--- src/rtl/core/gwal_pkg.sv ---
// shared types and constants of the gated window average level unit
// field widths, register indexes, reset values and divider request/response
// no dependencies
`default_nettype none

package gwal_pkg;

  localparam int SAMPLE_W    = 12;
  localparam int CFG_IDX_W   = 2;
  localparam int CFG_DATA_W  = 12;
  localparam int TANK_W      = 10;
  localparam int LEVEL_W     = 12;
  localparam int PCT_W       = 20;
  localparam int LIT_W       = 30;
  localparam int DIST_W      = 32;
  localparam int CNT_W       = 5;

  // divider: 19-bit dividend covers window sum and scaled percent numerator
  localparam int DIV_W       = 19;
  localparam int DVS_W       = 12;

  localparam int IN_TDATA_W  = 16;
  localparam int OUT_TDATA_W = 104;
  localparam int OUT_TUSER_W = 2;

  localparam int PCT_SCALE   = 100;

  localparam logic [LEVEL_W-1:0] EMPTY_RST = 12'd61;
  localparam logic [LEVEL_W-1:0] FULL_RST  = 12'd233;
  localparam logic [TANK_W-1:0]  TANK_RST  = 10'd40;
  localparam logic [LEVEL_W-1:0] RANGE_RST = 12'd260;

  typedef enum logic [CFG_IDX_W-1:0] {
    REG_EMPTY = 2'd0,
    REG_FULL  = 2'd1,
    REG_TANK  = 2'd2,
    REG_RANGE = 2'd3
  } cfg_reg_t;

  typedef struct packed {
    logic             start;
    logic [DIV_W-1:0] dividend;
    logic [DVS_W-1:0] divisor;
  } div_req_t;

  typedef struct packed {
    logic             done;
    logic [DIV_W-1:0] quotient;
  } div_rsp_t;

endpackage

`default_nettype wire

--- src/rtl/core/gwal_store.sv ---
// sample window memory, one write port and one registered read port
// depends on gwal_pkg for the sample width
`default_nettype none

module gwal_store
  import gwal_pkg::*;
#(
  parameter int  DEPTH  = 30,
  localparam int ADDR_W = (DEPTH > 1) ? $clog2(DEPTH) : 1
) (
  input  wire logic                clk,
  input  wire logic                wr_en,
  input  wire logic [ADDR_W-1:0]   wr_addr,
  input  wire logic [SAMPLE_W-1:0] wr_data,
  input  wire logic                rd_en,
  input  wire logic [ADDR_W-1:0]   rd_addr,
  output      logic [SAMPLE_W-1:0] rd_data
);

  logic [SAMPLE_W-1:0] mem [DEPTH];

  always_ff @(posedge clk) begin
    if (wr_en) begin
      mem[wr_addr] <= wr_data;
    end
  end

  always_ff @(posedge clk) begin
    if (rd_en) begin
      rd_data <= mem[rd_addr];
    end
  end

endmodule

`default_nettype wire

--- src/rtl/core/gwal_div.sv ---
// iterative restoring divider, one quotient bit per cycle
// depends on gwal_pkg for div_req_t and div_rsp_t
`default_nettype none

module gwal_div
  import gwal_pkg::*;
(
  input  wire logic     clk,
  input  wire logic     rst_n,
  input  wire div_req_t req,
  output      div_rsp_t rsp
);

  localparam int ITER_W = $clog2(DIV_W + 1);

  logic [DIV_W-1:0]  dvd_r;
  logic [DVS_W-1:0]  dvs_r;
  logic [DVS_W-1:0]  rem_r;
  logic [ITER_W-1:0] iter_r;
  logic              busy_r;
  logic              done_r;

  logic [DVS_W:0]    shift_val;
  logic              q_bit;
  logic [DVS_W:0]    diff_val;

  always_comb begin
    shift_val = {rem_r, dvd_r[DIV_W-1]};
    q_bit     = (shift_val >= {1'b0, dvs_r});
    diff_val  = shift_val - {1'b0, dvs_r};
  end

  always_ff @(posedge clk) begin
    if (!rst_n) begin
      busy_r <= 1'b0;
      done_r <= 1'b0;
      iter_r <= '0;
    end else begin
      done_r <= 1'b0;
      if (req.start) begin
        busy_r <= 1'b1;
        iter_r <= ITER_W'(DIV_W);
        dvd_r  <= req.dividend;
        dvs_r  <= req.divisor;
        rem_r  <= '0;
      end else if (busy_r) begin
        // quotient bits shift in behind the dividend bits
        rem_r  <= q_bit ? diff_val[DVS_W-1:0] : shift_val[DVS_W-1:0];
        dvd_r  <= {dvd_r[DIV_W-2:0], q_bit};
        iter_r <= iter_r - 1'b1;
        if (iter_r == ITER_W'(1)) begin
          busy_r <= 1'b0;
          done_r <= 1'b1;
        end
      end
    end
  end

  assign rsp.done     = done_r;
  assign rsp.quotient = dvd_r;

endmodule

`default_nettype wire

--- src/rtl/core/gated_window_average_level_unit.sv ---
// top level of the gated window average level unit: sequencer, window state,
// tolerance gate and level mapping; depends on gwal_pkg, gwal_store, gwal_div
`default_nettype none

// channel   direction  handshake          payload
// in_       slave      in_tvalid/tready   in_tdata: sample
// out_      master     out_tvalid/tready  out_tdata: levels, count; out_tuser: flags
// cfg_      slave      cfg_valid/ready    cfg_index, cfg_data
//
// one request at a time: a new request is taken only after the previous result is loaded;
// each request passes a memory read, the multiply states S_MUL and S_SCALE, the update,
// two passes of the one-bit-per-cycle divider (mean, then percent) and the multiply state S_PROD
// reset (rst_n low, synchronous) empties the window and loads the default levels
// a held result only stalls the final output load; a new request is taken meanwhile
// configuration writes are accepted in every cycle

module gated_window_average_level_unit
  import gwal_pkg::*;
#(
  parameter int WINDOW_DEPTH      = 30,
  parameter int TOLERANCE_DIVISOR = 10
) (
  input  wire logic                   clk,
  input  wire logic                   rst_n,
  // sample request
  input  wire logic                   in_tvalid,
  output      logic                   in_tready,
  input  wire logic [IN_TDATA_W-1:0]  in_tdata,   // [11:0] sample
  // result
  output      logic                   out_tvalid,
  input  wire logic                   out_tready,
  output      logic [OUT_TDATA_W-1:0] out_tdata,  // [11:0] mean_level, [31:12] percent,
                                                  // [61:32] liters_hundredths,
                                                  // [93:62] distance_hundredths,
                                                  // [98:94] window_count
  output      logic [OUT_TUSER_W-1:0] out_tuser,  // [0] accepted, [1] range_error
  // register writes
  input  wire logic                   cfg_valid,
  output      logic                   cfg_ready,
  input  wire logic [CFG_IDX_W-1:0]   cfg_index,
  input  wire logic [CFG_DATA_W-1:0]  cfg_data
);

  localparam int FILL_W = $clog2(WINDOW_DEPTH + 1);
  localparam int PTR_W  = (WINDOW_DEPTH > 1) ? $clog2(WINDOW_DEPTH) : 1;
  localparam int SUM_W  = SAMPLE_W + FILL_W;
  localparam int TOL_W  = $clog2(TOLERANCE_DIVISOR + 2);
  localparam int CMP_W  = SUM_W + TOL_W;

  localparam logic [TOL_W-1:0]  TOL_MID  = TOL_W'(TOLERANCE_DIVISOR);
  localparam logic [TOL_W-1:0]  TOL_HI   = TOL_W'(TOLERANCE_DIVISOR + 1);
  localparam logic [TOL_W-1:0]  TOL_LO   = TOL_W'(TOLERANCE_DIVISOR - 1);
  localparam logic [FILL_W-1:0] DEPTH_F  = FILL_W'(WINDOW_DEPTH);
  localparam logic [PTR_W:0]    DEPTH_P  = (PTR_W + 1)'(WINDOW_DEPTH);
  localparam logic [PTR_W-1:0]  LAST_P   = PTR_W'(WINDOW_DEPTH - 1);
  localparam logic signed [PCT_W-1:0] PCT_MUL = PCT_W'(PCT_SCALE);

  typedef enum logic [10:0] {
    S_IDLE   = 11'b000_0000_0001,
    S_MUL    = 11'b000_0000_0010,
    S_SCALE  = 11'b000_0000_0100,
    S_UPD    = 11'b000_0000_1000,
    S_MSTART = 11'b000_0001_0000,
    S_MWAIT  = 11'b000_0010_0000,
    S_PSETUP = 11'b000_0100_0000,
    S_PSTART = 11'b000_1000_0000,
    S_PWAIT  = 11'b001_0000_0000,
    S_PROD   = 11'b010_0000_0000,
    S_OUT    = 11'b100_0000_0000
  } state_t;

  state_t state_r, state_nxt;

  // configuration
  logic [LEVEL_W-1:0] empty_r, full_r, range_r;
  logic [TANK_W-1:0]  tank_r;

  // window state
  logic [FILL_W-1:0]  fill_r;
  logic [SUM_W-1:0]   sum_r;
  logic [PTR_W-1:0]   oldest_r;

  // per-request working registers
  logic [SAMPLE_W-1:0] sample_r, old_r;
  logic [SUM_W-1:0]    ns_r;
  logic [CMP_W-1:0]    lhs_r, hi_r, lo_r;
  logic                accepted_r;
  logic [LEVEL_W-1:0]  mean_r;
  logic [DIV_W-1:0]    num_mag_r;
  logic [DVS_W-1:0]    den_mag_r;
  logic                neg_r, rerr_r;
  logic [PCT_W-1:0]    pct_r;
  logic [LIT_W-1:0]    lit_r;
  logic [DIST_W-1:0]   dist_r;

  // output register
  logic                   out_valid_r;
  logic [OUT_TDATA_W-1:0] out_tdata_r;
  logic [OUT_TUSER_W-1:0] out_tuser_r;

  logic in_fire, out_fire;

  // store port
  logic                mem_wr_en;
  logic [PTR_W-1:0]    mem_wr_addr;
  logic [SAMPLE_W-1:0] mem_rd_data;

  div_req_t div_req;
  div_rsp_t div_rsp;

  // gate and update terms
  logic              take;
  logic              win_full;
  logic [PTR_W:0]    slot_sum;
  logic [PTR_W:0]    slot_wrap;
  logic [SUM_W-1:0]  sum_add;
  logic [SUM_W-1:0]  sum_swap;

  // percent setup terms
  logic signed [LEVEL_W:0]  diff_s, den_s;
  logic signed [PCT_W-1:0]  diff_ext, num_s, num_abs;
  logic signed [LEVEL_W:0]  den_abs;
  logic [PCT_W-1:0]         pct_pos;

  // scaled outputs
  logic signed [LIT_W:0]  lit_full;
  logic signed [DIST_W:0] dist_full;

  assign in_tready = (state_r == S_IDLE);
  assign in_fire   = in_tvalid && in_tready;
  assign out_fire  = out_valid_r && out_tready;
  assign cfg_ready = 1'b1;

  assign out_tvalid = out_valid_r;
  assign out_tdata  = out_tdata_r;
  assign out_tuser  = out_tuser_r;

  // tolerance gate, first sample into an empty window always passes
  always_comb begin
    take      = (fill_r == '0) || ((lhs_r <= hi_r) && (lhs_r > lo_r));
    win_full  = (fill_r == DEPTH_F);
    slot_sum  = {1'b0, oldest_r} + (PTR_W + 1)'(fill_r);
    slot_wrap = (slot_sum >= DEPTH_P) ? (slot_sum - DEPTH_P) : slot_sum;
    sum_add   = sum_r + SUM_W'(sample_r);
    sum_swap  = sum_r - SUM_W'(old_r) + SUM_W'(sample_r);
  end

  // full window overwrites the oldest slot, otherwise append behind the newest
  assign mem_wr_en   = (state_r == S_UPD) && take;
  assign mem_wr_addr = win_full ? oldest_r : slot_wrap[PTR_W-1:0];

  gwal_store #(
    .DEPTH (WINDOW_DEPTH)
  ) u_store (
    .clk     (clk),
    .wr_en   (mem_wr_en),
    .wr_addr (mem_wr_addr),
    .wr_data (sample_r),
    .rd_en   (in_fire),
    .rd_addr (oldest_r),
    .rd_data (mem_rd_data)
  );

  // one shared divider: mean first, then the percent quotient
  always_comb begin
    div_req.start    = (state_r == S_MSTART) || (state_r == S_PSTART);
    div_req.dividend = num_mag_r;
    div_req.divisor  = den_mag_r;
    if (state_r == S_MSTART) begin
      div_req.dividend = DIV_W'(sum_r);
      div_req.divisor  = DVS_W'(fill_r);
    end
  end

  gwal_div u_div (
    .clk   (clk),
    .rst_n (rst_n),
    .req   (div_req),
    .rsp   (div_rsp)
  );

  // signed percent numerator and denominator, split into sign and magnitude, and the liters and distance products
  always_comb begin
    diff_s   = $signed({1'b0, mean_r}) - $signed({1'b0, empty_r});
    diff_ext = PCT_W'(diff_s);
    num_s    = diff_ext * PCT_MUL;
    num_abs  = num_s[PCT_W-1] ? -num_s : num_s;
    den_s    = $signed({1'b0, full_r}) - $signed({1'b0, empty_r});
    den_abs  = den_s[LEVEL_W] ? -den_s : den_s;
    pct_pos  = PCT_W'(div_rsp.quotient);
    lit_full  = (LIT_W + 1)'($signed(pct_r)) * (LIT_W + 1)'($signed({1'b0, tank_r}));
    dist_full = (DIST_W + 1)'($signed(pct_r)) * (DIST_W + 1)'($signed({1'b0, range_r}));
  end

  always_comb begin
    state_nxt = state_r;
    case (state_r)
      S_IDLE:   if (in_fire) state_nxt = S_MUL;
      S_MUL:    state_nxt = S_SCALE;
      S_SCALE:  state_nxt = S_UPD;
      S_UPD:    state_nxt = S_MSTART;
      S_MSTART: state_nxt = S_MWAIT;
      S_MWAIT:  if (div_rsp.done) state_nxt = S_PSETUP;
      S_PSETUP: state_nxt = S_PSTART;
      S_PSTART: state_nxt = S_PWAIT;
      S_PWAIT:  if (div_rsp.done) state_nxt = S_PROD;
      S_PROD:   state_nxt = S_OUT;
      S_OUT:    if (!out_valid_r || out_tready) state_nxt = S_IDLE;
      default:  state_nxt = S_IDLE;
    endcase
  end

  always_ff @(posedge clk) begin
    if (!rst_n) begin
      state_r     <= S_IDLE;
      fill_r      <= '0;
      sum_r       <= '0;
      oldest_r    <= '0;
      out_valid_r <= 1'b0;
      empty_r     <= EMPTY_RST;
      full_r      <= FULL_RST;
      tank_r      <= TANK_RST;
      range_r     <= RANGE_RST;
    end else begin
      state_r <= state_nxt;

      if (cfg_valid && cfg_ready) begin
        case (cfg_reg_t'(cfg_index))
          REG_EMPTY: empty_r <= cfg_data;
          REG_FULL:  full_r  <= cfg_data;
          REG_TANK:  tank_r  <= cfg_data[TANK_W-1:0];
          REG_RANGE: range_r <= cfg_data;
          default:   ;
        endcase
      end

      // window update: append while filling, replace oldest once full
      if ((state_r == S_UPD) && take) begin
        if (win_full) begin
          sum_r    <= sum_swap;
          oldest_r <= (oldest_r == LAST_P) ? '0 : (oldest_r + 1'b1);
        end else begin
          sum_r  <= sum_add;
          fill_r <= fill_r + 1'b1;
        end
      end

      if (out_fire) begin
        out_valid_r <= 1'b0;
      end
      if ((state_r == S_OUT) && (!out_valid_r || out_tready)) begin
        out_valid_r <= 1'b1;
      end
    end
  end

  // datapath registers, no reset needed
  always_ff @(posedge clk) begin
    if (in_fire) begin
      sample_r <= in_tdata[SAMPLE_W-1:0];
    end
    case (state_r)
      S_MUL: begin
        old_r <= mem_rd_data;
        ns_r  <= SUM_W'(fill_r) * SUM_W'(sample_r);
      end
      S_SCALE: begin
        lhs_r <= CMP_W'(ns_r) * CMP_W'(TOL_MID);
        hi_r  <= CMP_W'(sum_r) * CMP_W'(TOL_HI);
        lo_r  <= CMP_W'(sum_r) * CMP_W'(TOL_LO);
      end
      S_UPD: begin
        accepted_r <= take;
      end
      S_MWAIT: begin
        if (div_rsp.done) begin
          mean_r <= div_rsp.quotient[LEVEL_W-1:0];
        end
      end
      S_PSETUP: begin
        num_mag_r <= num_abs[DIV_W-1:0];
        den_mag_r <= den_abs[DVS_W-1:0];
        neg_r     <= num_s[PCT_W-1] ^ den_s[LEVEL_W];
        rerr_r    <= (full_r == empty_r);
      end
      S_PWAIT: begin
        // truncation toward zero: divide magnitudes, then restore the sign
        if (div_rsp.done) begin
          if (rerr_r) begin
            pct_r <= '0;
          end else if (neg_r) begin
            pct_r <= -pct_pos;
          end else begin
            pct_r <= pct_pos;
          end
        end
      end
      S_PROD: begin
        lit_r  <= lit_full[LIT_W-1:0];
        dist_r <= dist_full[DIST_W-1:0];
      end
      S_OUT: begin
        if (!out_valid_r || out_tready) begin
          out_tdata_r <= {(OUT_TDATA_W - LEVEL_W - PCT_W - LIT_W - DIST_W - CNT_W)'(0),
                          CNT_W'(fill_r), dist_r, lit_r, pct_r, mean_r};
          out_tuser_r <= {rerr_r, accepted_r};
        end
      end
      default: ;
    endcase
  end

endmodule

`default_nettype wire

--- config.mk ---
export PLATFORM = sky130hd
export DESIGN_NAME = gated_window_average_level_unit
export DESIGN_NICKNAME = d
export VERILOG_FILES = /design/src/rtl/core/gwal_pkg.sv /design/src/rtl/core/gwal_store.sv /design/src/rtl/core/gwal_div.sv /design/src/rtl/core/gated_window_average_level_unit.sv
export SDC_FILE = /design/constraint.sdc
export NUM_CORES = 2
export LEC_CHECK = 0
export ABC_AREA = 1
export BUFFER_PORTS_ARGS = -buffer_cell sky130_fd_sc_hd__buf_2
export CORE_UTILIZATION = 53
export CTS_CLUSTER_SIZE = 25
export DETAILED_ROUTE_END_ITERATION = 16
export HOLD_SLACK_MARGIN = 0.05
export PLACE_DENSITY = 0.69
export SLEW_MARGIN = 20
export SYNTH_ARGS = -nofsm -noshare
export SYNTH_HDL_FRONTEND = slang
export SYNTH_SLANG_ARGS = --single-unit
--- constraint.sdc ---
create_clock -name clk -period 7 [get_ports clk]
set_clock_uncertainty 0.2 [all_clocks]
set_input_delay 1.4 -clock clk [delete_from_list [all_inputs] [get_ports clk]]
set_output_delay 1.4 -clock clk [all_outputs]
set_load 0.005 [all_outputs]
---- After elaboration in Yosys (flattened, before gate mapping) ----
Memories as Yosys holds them, arrays and structs flattened. A register that Yosys moved wholly into a read port is not among the register bits.
Cells that the tools add are included.
storage, ports and cells
  flip-flop bits (word level) ............. 467
  bits in writable memories ............... 360
  input bits .............................. 35
  word-level logic and storage cells ...... 144
  memories kept ........................... 1
memory list
  memory       words  bits a word  read ports  clocked after Yosys merged registers in  wr ports  RTL line          text
  u_store.mem  30     12           1           1                                        1         gwal_store.sv:20  logic [SAMPLE_W-1:0] mem [DEPTH];
operators by class
  $add $sub $neg .......................... 14
  $mul .................................... 7
  $lt $le $gt $ge ......................... 4
  equal/unequal tests ..................... 22
  mux-type cells .......................... 27
  bitwise gates (word level) .............. 5
  reduce and logical (&&, ||, !) cells .... 28
operators with widths
  operator               number
  $pmux 11 s11           1
  $mux 19                4
  $mux 11                4
  $mul 17x4->21 const B  2
  $mux 12                3
  $add 17x12->17         2
  $mul 20x13->32         1
  $mux 31                1
  $mul 20x11->30         1
  $sub 12x12->13         2
  $mux 5                 5
  $reduce_and 2->1       11
  $gt 21x21->1           1
  $le 21x21->1           1
  $mul 17x3->20 const B  1
  $neg 19->20            1
  $neg 19->19            1
  $mul 13x6->18 const B  1
  $mul 5x12->17          1
  $mux 17                1
  $sub 17x12->17         1
  $ge 13x12->1           1
  $eq 12x12->1           1
  $neg 12->12            1
  35 further kinds       58

---- Longest topological paths before layout ----
  word-level depth ........................ 6
  mapped depth ............................ 31
  depth with buffers taken out ............ 30

---- By module ----
A second synthesis with hierarchy kept.
unflattened totals
  cell total of the unflattened synthesis .. 6468
  area, all modules ....................... 59691.0 µm²
modules (own cells, without submodules)
  module                           instances  cells an instance  area an instance (µm²)
  gated_window_average_level_unit  1          4817               41594.9
  gwal_store                       1          1294               15214.6
  gwal_div                         1          357                2881.5

---- Worst setup path after synthesis ----
OpenSTA, ideal clock, no wires.
  path kind ............................... input port to flip-flop
  from .................................... input port out_tready
  to ...................................... register out_tdata_r[0], in the netlist out_tdata[0], enable pin
  setup time .............................. 0.562 ns
  arrival ................................. 5.635 ns
  data required time ...................... 6.238 ns
  path slack .............................. 0.603 ns
  stages .................................. 2
  path buffers ............................ 0
  cells stage by stage .................... nor2_1 -> nor2_1
on the way
  cells in the longest elaborated chain, start to end .. 2
RTL lines
  item                        RTL line                                text
  from (decl)                 gated_window_average_level_unit.sv:31   input wire logic out_tready,
  $logic_or 1x1->1            gated_window_average_level_unit.sv:303  if (!out_valid_r || out_tready) begin
  $reduce_and 2->1 (no line)  n/a
  to (signal assigned)        gated_window_average_level_unit.sv:304  out_tdata_r <= {(OUT_TDATA_W - LEVEL_W - PCT_W - LIT_W - DIST_W - CNT_W)'(0),
  to (decl)                   gated_window_average_level_unit.sv:98   logic [OUT_TDATA_W-1:0] out_tdata_r;
No other way between the ends.
A chain may end at the register's enable or synchronous reset.

---- Worst setup path in the final report ----
  from .................................... register range_r[1]
  to ...................................... register dist_r[28], data pin
on the way
  cells in the longest elaborated chain, start to end .. 1
RTL lines
  item                    RTL line                                text
  from (decl)             gated_window_average_level_unit.sv:75   logic [LEVEL_W-1:0] empty_r, full_r, range_r;
  from (signal assigned)  gated_window_average_level_unit.sv:232  REG_RANGE: range_r <= cfg_data;
  $mul 20x13->32          gated_window_average_level_unit.sv:192  dist_full = (DIST_W + 1)'($signed(pct_r)) * (DIST_W + 1)'($signed({1'b0, range_r}));
  net dist_full[28]       gated_window_average_level_unit.sv:127  logic signed [DIST_W:0] dist_full;
  to (signal assigned)    gated_window_average_level_unit.sv:300  dist_r <= dist_full[DIST_W-1:0];
  to (decl)               gated_window_average_level_unit.sv:94   logic [DIST_W-1:0] dist_r;
The timed path passes the listed nets, and every way through them passes these cells.

==> metrics.md <==
| Metric | Value |
|---|---|
| Status | finished clean |
| Grt ovf | 0 |
| Worst Setup Path Type | flop to flop |
| Vias in the first global route | about 42000 |
| Starting density of the core | 53.7% |
| Max-slew violations | 0 |
| Max Clock Freq | 156 MHz |
| Initial DRC count | ~3200 |
| Ys Warns | 0 |
| Resized cells post-CTS | 0 |
| Core ar. | 109000 um2 |
| P&R area growth vs syn | 9.42% |
| Post-CTS setup repair buffer count | 0 |
| CP max-delay cell | dfxtp_1 |
| CP required | 7240 ps |
| RSZ-0062 raised after global routing | false |
| Startpoint Class | flop |
| Clock latency on the worst-skew pair | 700 ps |
| Final setup TNS | 0 ps |
| VDD IR max | 298 uV |
| H-tree depth | 3 |
| Flop2flop setup slack | 610 ps |
| Final Util | 58.8% |
| Max clock buf depth | 3 |
| CTS sink cnt | 836 |
| Total wire length | 143000 um |
| IO Port Bufs | 133 |
| CP Capture Type | flop |
| CTS tree | yes |
| Critical path, cell by cell | nand2_1 -> fa_1 -> inv_1 -> fa_1 -> inv_1 -> fa_1 -> fa_1 -> fa_1 -> inv_1 -> ha_1 -> a21oi_1 -> o21ai_0 -> a21oi_1 -> nand3_1 -> nand2_1 -> nand2_1 -> a21oi_1 -> xor2_1 |
| DR vias/cell | 5.44 |
| PD cells | 239 nW/um2 |
| GR Util All Layers | 25.9% |
| Fin nets | 7155 |
| Synthesis-stage register bit count | 836 |
| Hold/Removal Path Class | flop to flop |
| Fillers | 9288 |
| Multi-input logic area | ~29000 um2 |
| WP data arrival | 6630 ps |
| First-pass GRT wire length | between 200000 and 250000 um |
| Crit path time final | 6390 ps |
| Worst Tran Pin Value | approximately 1100 ps |
| Syn_area_per_cell | 9.60 um2 |
| Cells after synthesis | around 6100 |
| Highest-count cells in the layout ignoring fill and taps | inv_1, nand2_1, edfxtp_1, nor2_1, fa_1 |
| Drc violations | 0 |
| Num rows | 121 |
| Final Hold Vio Count | 0 |
| Reg area | 24200 um2 |
| Setup Viol. Count Final | 0 |
| Die H | 335 um |
| Initial antenna violation count | 0 |
| Number of diodes | 0 |
| Largest net degree at the start of global routing | about 140 |
| Commonest non-fill, non-tap cell in the layout | inv_1 |
| Share of post-route cells with drive strength above 1 | 7.39% |
| Ports | 144 |
| Register area share after synthesis | between 40% and 50% |
| Detailed Routing Iterations Pass 1 | 5 |
| DIE WIDTH | 335 um |
| Maximum Capacitance Violations | 0 |
| Syn Std Cell Area | 58700 um2 |
| Per-cell routed wire length | around 18 um |
| Clock Root Buffer | clkbuf_16 |
| Clock transition at path regs | 70 ps |
| Worst-path fanout max | 21 |
| Routed Antenna Nets | 0 |
| Post-DP HPWL | 104000 um |
| Die area | 112000 um2 |
| CP max stage delay | 900 ps |
| Most frequent CP cell | fa_1 |
| Count of cell types in the netlist | 61 |
| Relative slew slack | 23.8% |
| CTS Buf Count | 90 |
| Period utilization | 91.3% |
| Vias | 42300 |
| Leakage power | 0.0300 uW |
| Post-CTS Hold Fix Bufs | 0 |
| GP Congestion | ~0.9 |
[sequential cells by signal (all words and copies together), names as in the netlist, 20 cells and up]
| register | cells |
|---|---|
| u_store.mem | 360 |
| out_tdata | 99 |
| dist_r | 32 |
| lit_r | 30 |
| hi_r | 21 |
| lhs_r | 20 |
| lo_r | 20 |
| pct_r | 20 |
[report_power, final]
| part | switching, uW | internal (uW) | total (uW) |
|---|---|---|---|
| registers | 154 | 5890 | 6040 |
| clock network | 2120 | 2750 | 4870 |
| logic | 2910 | 1550 | 4460 |
| total | 5190 | 10200 | 15400 |
[area by class of cell]
cell class	instances	share of cell area, %
clock buffer	111	3.67
clock inverter	57	1.05
inverter	1166	6.82
multi-input combinational	3915	45.8
sequential	836	37.6
tap	1476	2.87
timing repair buffer	225	2.16
[synthesized netlist by cell type (all sizes together)]
cell / instances / area [um2]
a21oi: 289 / 1490
inv: 1163 / 4370
buf: 39 / 216
a211oi: 6 / 45.0
edfxtp: 744 / 22300
o21ai: 417 / 2100
a31oi: 21 / 131
o221ai: 33 / 289
dfxtp: 92 / 1840
nand2: 1110 / 4250
nor4: 9 / 71.3
xnor2: 70 / 636
clkbuf: 170 / 638
and2: 1 / 6.26
a32o: 5 / 50.1
o211ai: 20 / 150
a21o: 18 / 136
o2111ai: 4 / 35.0
mux2i: 1 / 10.0
or2: 4 / 25.0
nor3: 44 / 230
conb: 2 / 7.51
nor2: 503 / 1930
o21a: 8 / 60.1
o31ai: 6 / 45.0
and3: 1 / 6.26
o21bai: 17 / 128
nand4: 52 / 325
nor3b: 1 / 7.51
ha: 429 / 5370
nand3b: 9 / 67.6
a21boi: 10 / 78.8
fa: 457 / 9150
clkinv: 3 / 11.3
o22ai: 58 / 363
xor2: 138 / 1240
nand3: 168 / 898
[path summary, 6_finish.rpt]
check,startpoint,depth (start not counted),to
max,range_r[1]$_SDFFE_PN0P_,18,dist_r[28]$_DFFE_PP_
min reg2reg,dist_r[28]$_DFFE_PP_,0,out_tdata[90]$_DFFE_PP_
max reg2reg,range_r[1]$_SDFFE_PN0P_,18,dist_r[28]$_DFFE_PP_
min,dist_r[28]$_DFFE_PP_,0,out_tdata[90]$_DFFE_PP_
[layer usage]
metal	global-route usage [%]	share of wire, %	routed length (um)	vias to the layer above
met5	0	0	0	-
met4	9.65	3.7	5310	0
met3	3.94	7.0	10100	261
met2	43.1	48	68300	1451
met1	34.3	42	59600	20600
li1	-	-	-	20000
[kinds of logic after synthesis]
kind of cell | Yosys count | synth area share, %
other | 2 | 0.0128
multiplexers | 1 | 0.0170
flip-flops | 836 | 41.2
adder cells (fa/ha/maj) | 886 | 24.7
AND/OR/NAND/NOR | 1902 | 13.3
buffers and inverters | 1375 | 8.91
XOR/XNOR | 208 | 3.19
AO/OA/AOI/OAI | 912 | 8.69
[stage by stage]
step / power, uW / hold slack (ps) / area, um2 / cells / setup WS, ps
6_report: 15400 / 201 / 64300 / 7786 / 608
5_1_grt: 16200 / 213 / 64300 / 7786 / 315
4_1_cts: 15400 / 199 / 64200 / 7785 / 708
3_5_place_dp: 10500 / 205 / 61200 / 7617 / 735
3_3_place_gp: 10500 / 202 / 61200 / 7617 / 785
2_1_floorplan: 9310 / 200 / 58800 / 6126 / 603
[critical path, delay by kind of cell, from the launching register on]
kind	cells	cell delay, ps
fa+ha+maj	6	3110
flops	1	900
compound gates	4	760
simple gates	4	740
buf+inv	3	330
xor+xnor	1	80
(Power assumes the default switching activity.)
